==> config.mk <==
export PLATFORM = sky130hd
export DESIGN_NAME = sta_cell
export DESIGN_NICKNAME = d
export VERILOG_FILES = /design/src/sta_pkg.sv /design/src/sta_cell.sv
export SDC_FILE = /design/constraint.sdc
export NUM_CORES = 1
export LEC_CHECK = 0
export BUFFER_PORTS_ARGS = -buffer_cell sky130_fd_sc_hd__buf_2
export CAP_MARGIN = 20
export CORE_AREA = 2 2 131 164
export CTS_CLUSTER_DIAMETER = 100
export DETAILED_ROUTE_END_ITERATION = 6
export DIE_AREA = 0 0 133 166
export GPL_TIMING_DRIVEN = 0
export PLACE_DENSITY = 0.85
export SLEW_MARGIN = 40
export SYNTH_ARGS = -nofsm -noshare
export SYNTH_HDL_FRONTEND = slang
export SYNTH_SLANG_ARGS = --single-unit
==> constraint.sdc <==
create_clock -name clk -period 15.45 [get_ports clk]
set_clock_uncertainty 0.05 [all_clocks]
set_input_delay 1.545 -clock clk [delete_from_list [all_inputs] [get_ports clk]]
set_output_delay 1.545 -clock clk [all_outputs]
set_load 0.02 [all_outputs]
==> src/sta_pkg.sv <==
// Shared types and constants for the slot table heap allocator.
// No dependencies; imported by sta_cell and slot_table_heap_allocator.
package sta_pkg;

  typedef enum logic [1:0] {
    MODE_ALLOC  = 2'd0,
    MODE_FREE   = 2'd1,
    MODE_REINIT = 2'd2,
    MODE_NONE   = 2'd3
  } mode_t;

  typedef enum logic [2:0] {
    ST_ALLOCATED = 3'd0,
    ST_NO_ROOM   = 3'd1,
    ST_FREED     = 3'd2,
    ST_NOT_FOUND = 3'd3,
    ST_REINIT    = 3'd4
  } status_t;

  typedef enum logic [1:0] {
    CTL_IDLE = 2'd0,
    CTL_SCAN = 2'd1,
    CTL_HOLD = 2'd2
  } ctl_state_t;

  localparam logic REG_HEAP_BASE  = 1'b0;
  localparam logic REG_HEAP_LIMIT = 1'b1;

  localparam logic [31:0] HEAP_BASE_RESET  = 32'h0010_0000;
  localparam logic [31:0] HEAP_LIMIT_RESET = 32'hFFFF_FFFF;

  // One request travelling down the row of slot cells.
  typedef struct packed {
    logic        valid;
    mode_t       mode;
    logic [31:0] size;
    logic [31:0] addr;
    logic [31:0] carve;    // carve pointer as seen by this request
    logic        done;     // a cell has already answered
    status_t     status;
    logic [31:0] granted;
  } token_t;

endpackage

==> src/sta_cell.sv <==
// One slot of the allocator table: holds a region and acts on a passing request.
// Depends on sta_pkg (token_t, mode_t, status_t).
module sta_cell (
  input  logic            clk,
  input  logic            rst_n,
  input  logic [31:0]     heap_limit,
  input  sta_pkg::token_t tok_in,
  output sta_pkg::token_t tok_out
);
  import sta_pkg::*;

  logic        used_r, used_nxt;
  logic        res_r, res_nxt;
  logic [31:0] start_r, start_nxt;
  logic [31:0] end_r, end_nxt;
  token_t      tok_r, tok_nxt;

  logic [32:0] carve_end;
  logic [31:0] old_len;

  assign carve_end = {1'b0, tok_in.carve} + {1'b0, tok_in.size};
  assign old_len   = end_r - start_r;

  always_comb begin
    used_nxt  = used_r;
    res_nxt   = res_r;
    start_nxt = start_r;
    end_nxt   = end_r;
    tok_nxt   = tok_in;
    if (tok_in.valid) begin
      case (tok_in.mode)
        MODE_ALLOC: begin
          if (!tok_in.done && !res_r) begin
            if (!used_r) begin
              tok_nxt.done = 1'b1;
              if (carve_end > {1'b0, heap_limit}) begin
                tok_nxt.status = ST_NO_ROOM;
              end else begin
                used_nxt        = 1'b1;
                res_nxt         = 1'b1;
                start_nxt       = tok_in.carve;
                end_nxt         = carve_end[31:0];
                tok_nxt.carve   = carve_end[31:0];
                tok_nxt.status  = ST_ALLOCATED;
                tok_nxt.granted = tok_in.carve;
              end
            end else if (old_len >= tok_in.size) begin
              res_nxt         = 1'b1;
              tok_nxt.done    = 1'b1;
              tok_nxt.status  = ST_ALLOCATED;
              tok_nxt.granted = start_r;
            end
          end
        end
        MODE_FREE: begin
          if (!tok_in.done && used_r && start_r == tok_in.addr) begin
            res_nxt        = 1'b0;
            tok_nxt.done   = 1'b1;
            tok_nxt.status = ST_FREED;
          end
        end
        MODE_REINIT: begin
          used_nxt = 1'b0;
          res_nxt  = 1'b0;
        end
        default: begin
        end
      endcase
    end
  end

  always_ff @(posedge clk) begin
    if (!rst_n) begin
      used_r      <= 1'b0;
      res_r       <= 1'b0;
      tok_r.valid <= 1'b0;
    end else begin
      used_r      <= used_nxt;
      res_r       <= res_nxt;
      tok_r.valid <= tok_nxt.valid;
    end
    start_r       <= start_nxt;
    end_r         <= end_nxt;
    tok_r.mode    <= tok_nxt.mode;
    tok_r.size    <= tok_nxt.size;
    tok_r.addr    <= tok_nxt.addr;
    tok_r.carve   <= tok_nxt.carve;
    tok_r.done    <= tok_nxt.done;
    tok_r.status  <= tok_nxt.status;
    tok_r.granted <= tok_nxt.granted;
  end

  assign tok_out = tok_r;

endmodule

Word-level counts from Yosys, hierarchy flattened
Index checks and enable logic that the tools add are counted.
{"block": "word_totals", "latchBits": 0, "input_bits": 169, "output_inout_bits": 135, "ff_bits": 201, "mem_bits_ro": 0, "ram_bits": 0, "n_memories": 0}
{"block": "op_classes", "n_mul": 0, "eq_ne": 7, "div": 0, "bitwise_logic": 2, "n_shift": 0, "order_cmp": 2, "n_mux": 22, "reduce_logical": 11, "addsub": 2}
{"op": "$mux W32", "count": 5}
{"op": "$mux W68", "count": 2}
{"op": "$mux W36", "count": 2}
{"op": "$add A32 B32 Y33", "count": 1}
{"op": "$gt A33 B32 Y1", "count": 1}
{"op": "$eq A32 B32 Y1", "count": 1}
{"op": "$ge A32 B32 Y1", "count": 1}
{"op": "$sub A32 B32 Y32", "count": 1}
{"op": "$mux W1", "count": 9}
{"op": "$pmux W4 S2", "count": 1}
{"op": "$ne A3 B3 Y1 const B", "count": 2}
{"op": "$reduce_and A6 Y1", "count": 1}
{"op": "$reduce_and A5 Y1", "count": 1}
{"op": "$mux W4", "count": 1}
{"op": "$ne A2 B2 Y1 const B", "count": 2}
{"op": "$logic_and A1 B1 Y1", "count": 3}
{"op": "$pmux W1 S3", "count": 1}
{"op": "$reduce_and A3 Y1", "count": 1}
{"op": "$reduce_bool A3 Y1", "count": 1}
{"op": "$eq A2 B1 Y1 const B", "count": 1}
{"op": "$eq A2 B2 Y1 const B", "count": 1}
{"op": "$logic_not A1 Y1", "count": 2}
{"op": "$logic_not A2 Y1", "count": 1}
{"op": "$not A1 Y1", "count": 2}
{"op": "2 further kinds", "count": 2}

Logic depth before layout (Yosys ltp)
{"block": "logic_depth", "word_depth": 7, "mapped_depth": 25}

Worst setup path after synthesis
Ideal clock, no wire load.
{"block": "synth_timing", "path_type": "input port to flip-flop", "from": "input tok_in[36] (netlist bit)", "to": "register tok_r, in the netlist tok_out[61]", "t_required_ns": 15.277, "cell_stages": 22, "path_slack_ns": 8.935, "arrival_time_ns": 6.342, "cell_sequence": "ha_1 > inv_1 > fa_1 > nand2b_1 > a21oi_1 > o21ai_2 > a311o_2 > o21ai_0 > nand3_1 > a31oi_1 > xor2_1 > ha_1 > a21o_1 > a21o_1 > a2111oi_0 > o21ai_0 > nor3_1 > a21oi_1 > a2111oi_4 > buf_6 > buf_6 > mux2_1"}
{"element": "start, declared", "line": "sta_cell.sv:7", "source": "input sta_pkg::token_t tok_in,"}
{"element": "end, declared", "line": "sta_cell.sv:16", "source": "token_t tok_r, tok_nxt;"}

==> results.toml <==
[status]
status = "completed"

[cells_and_area]
fin_cells = 1687
drive_gt1_share_pct = 26.01
multi_input_area_sq_um = 5904
layout.area.seq_sq_um = 4664
nets = 1698
fillers = 1602
final_common_cell = "buf_2"
layout_common_cells = "buf_2, dfxtp_1, ha_1"
area_growth_pct = 22.88

[timing]
fin_hold_ws_ns = 0.4923
setup_viol = 0
timing.slew.headroom_pct = 50.38
drv_slew = 0
final.period_utilization_pct = 49.46
grt_setup_unrepaired = "false"
fmax_mhz = 130.9
worst_pin_slew_ns = 0.7443
final-hold-violation-count = 0
min_period_ns = 7.642
setup_tns_ns = 0

[die]
start_util_pct = 53.88
pin_count = 304
dieArea_sq_um = 22080
core_sq_um = 20600
rows = 59
die_y_um = 166
die_w_um = 133

[detailed_routing]
ant_nets = 0
via_count = 9594
vias_per_cell = 5.687
dr.first_iter.drc_count = 586
routedWlPerCell_um = 19.46
wl_mm = 32.84
drc = 0
first_pass_iters = 5

[clock_network]
clockBufferDepth = 3
cts.repair.resized = 0
hold_buffers = 0
clk_latency_ns = 0.51
cts_buffers = 21
htreeDepth = 1
cts.sinks = 201
cts-root-buf = "clkbuf_16"
cts_tree = "done"
post_cts_buffers = 0
path_clk_slew_ns = 0.06

[synth]
yosys_most_used_dff = "dfxtp_1"
synth-edff-count = 64
syn-num-nets = 1372
async_flop_share_pct = 0
synth_area_sq_um = 11100
ys_ff_latch = 201
seq_area_frac_synth_pct = 42.03
syn_inst = 1071
synth_cell_type_count = 66
yosysWarnings = 0
avgSynthCellArea_sq_um = 10.36

[critical_path]
reg2reg_from = "end_r[0]"
crit_buf_inv = 4
crit_fanout = 73
start_kind = "primary input"
critPathTopFamily = "compound AO/OA/AOI/OAI gates"
cp-end-kind = "register"
r2r-end = "tok_out[12]"
crit_slowest_cell = "buf_6"
r2r_slack_ns = 9.28
cp.depth = 23
worstPathCellList = "buf_2 > ha_1 > inv_1 > fa_1 > nand2b_1 > a21oi_1 > o21ai_2 > a311o_2 > o21ai_0 > nand3_1 > a31oi_1 > xor2_1 > ha_1 > a21o_1 > a21o_1 > a2111oi_0 > o21ai_0 > nor3_1 > a21oi_1 > a2111oi_4 > buf_6 > buf_6 > mux2_1"
critPathKind = "in2reg"
reg2reg_depth = 24
cp_data_arrival_time_ns = 7.98
cp.required_ns = 15.79
cpPeakStageDelay_ns = 0.56

[placement]
place.gp.congestion = 0.9363
io_buffer_count = 303
hpwl_mm = 26.15
dp.cells = 1648

[pwr]
power_w = 0.001405
leakage_nw = 6.735
peakVddDrop_mv = 0.09876
power_density_nw_per_um2 = 103.0

[min_path]
min_to = "res_r"
hp-start = "res_r"
hold_class = "reg2reg"
whs_path_depth = 2

[grt]
grt.total_usage_pct = 28.83
grt_overflow_total = 0
grt_pass1_vias = 9625
grt_pass1_wl_mm = 50.05
antenna_found_initial = 4
grt_max_degree = 74

[flow_run]
cap_viol_max_count = 0
[synth_stat cells (all sizes together), types with 2 or more instances]
cell type / count / share of area, %
dfxtp: 137 / 25
ha: 130 / 15
inv: 111 / 3.8
a21o: 86 / 5.8
xnor2: 70 / 5.5
a21oi: 66 / 3.0
edfxtp: 64 / 17
nor2: 56 / 1.9
o21ai: 36 / 1.7
a22o: 32 / 2.5
mux2: 31 / 3.2
nand2: 27 / 0.91
nand3: 17 / 0.77
nand4: 17 / 0.96
xor2: 16 / 1.3
nand2b: 12 / 0.68
nor2b: 12 / 0.68
a211oi: 10 / 0.68
buf: 10 / 0.72
clkbuf: 10 / 0.34
nor3: 10 / 0.45
o21a: 10 / 0.69
o211ai: 8 / 0.54
and3: 7 / 0.39
nor4: 7 / 0.39
and2: 6 / 0.34
o21bai: 6 / 0.41
a2111oi: 5 / 0.79
and4: 5 / 0.39
or3: 5 / 0.28
a31oi: 4 / 0.23
o31a: 4 / 0.32
or2: 4 / 0.23
a21boi: 3 / 0.20
a221o: 3 / 0.27
a311oi: 3 / 0.24
a31o: 3 / 0.24
a41oi: 3 / 0.24
o31ai: 3 / 0.20
o41ai: 3 / 0.37
fa: 2 / 0.36
mux2i: 2 / 0.18
o211a: 2 / 0.18
o311ai: 2 / 0.16
[routing by layer]
metal  track usage (%)  up-vias  wire [um]
li1                  -     4538          -
met1             33.89     4527      12640
met2             50.98      439      16190
met3             5.281       86       2570
met4             12.95        4       1407
met5                 0        -         28
[cell type report]
cell class	count	area share [%]
plain buffers	20	0.8625
flip-flops and latches	201	34.21
repair buffers	303	11.12
multi-input cells	739	43.30
well taps	274	2.514
inverters	111	3.056
clock inverters	12	0.8625
diodes	2	0.03670
clock buffers	25	4.037
[kinds of logic (layout without fill, tap and decap cells)]
kind of cell,Yosys count,in the layout,synth area share [%]
compound gates,300,300,19.40
xor+xnor,86,86,6.788
fa+ha+maj,132,132,15.02
buf+inv,131,471,4.815
flops,201,201,42.03
mux,33,33,3.360
other cells,0,2,0
simple gates,188,188,8.580
[worst max path at each step]
stage	from	end	slack, ns
2_1_floorplan	tok_in[36]	tok_out[61]	8.94
3_3_place_gp	tok_in[36]	tok_out[60]	7.59
3_5_place_dp	tok_in[36]	tok_out[60]	7.45
4_1_cts	tok_in[36]	tok_out[63]	7.91
5_1_grt	tok_in[36]	tok_out[62]	7.40
6_report	tok_in[36]	tok_out[63]	7.81
[stage by stage]
step | utilization [%] | setup WS (ns) | area (sq um)
floorplan | - | 8.935 | 11100
global placement | 62.91 | 7.590 | 12960
detailed placement | 62.94 | 7.449 | 12960
CTS | 66.18 | 7.913 | 13630
global route | 66.18 | 7.397 | 13630
finish | 66.21 | 7.808 | 13640
[worst reg2reg max path, stage by stage, from the launching register on]
cell and delay [ns]:
edfxtp_1 0.36, inv_1 0.06, ha_1 0.16, inv_1 0.06, fa_1 0.43, a211oi_1 0.25
o21bai_1 0.15, a311oi_1 0.42, o41ai_2 0.22, a211oi_1 0.50, o31a_1 0.28, o21bai_1 0.08
a21oi_1 0.20, xnor2_1 0.15, ha_1 0.26, a21o_1 0.17, a21oi_1 0.27, nand2_1 0.10
a21oi_1 0.25, o21ai_0 0.11, and3_1 0.19, clkbuf_1 0.20, nor2_1 0.38, clkbuf_1 0.56
a21o_1 0.25
[where the power goes]
group	leakage (nW)	switching, W	internal [W]
sequential	1.73	0.00000831	0.000577
combinational	4.67	0.000191	0.000127
clock	0.331	0.000214	0.000289
[registers in the layout (all words and copies together), names as in the netlist]
signal,flops
end_r,32
res_r,1
tok_out,135
start_r,32
used_r,1
Power figures use the tool's default switching activity.
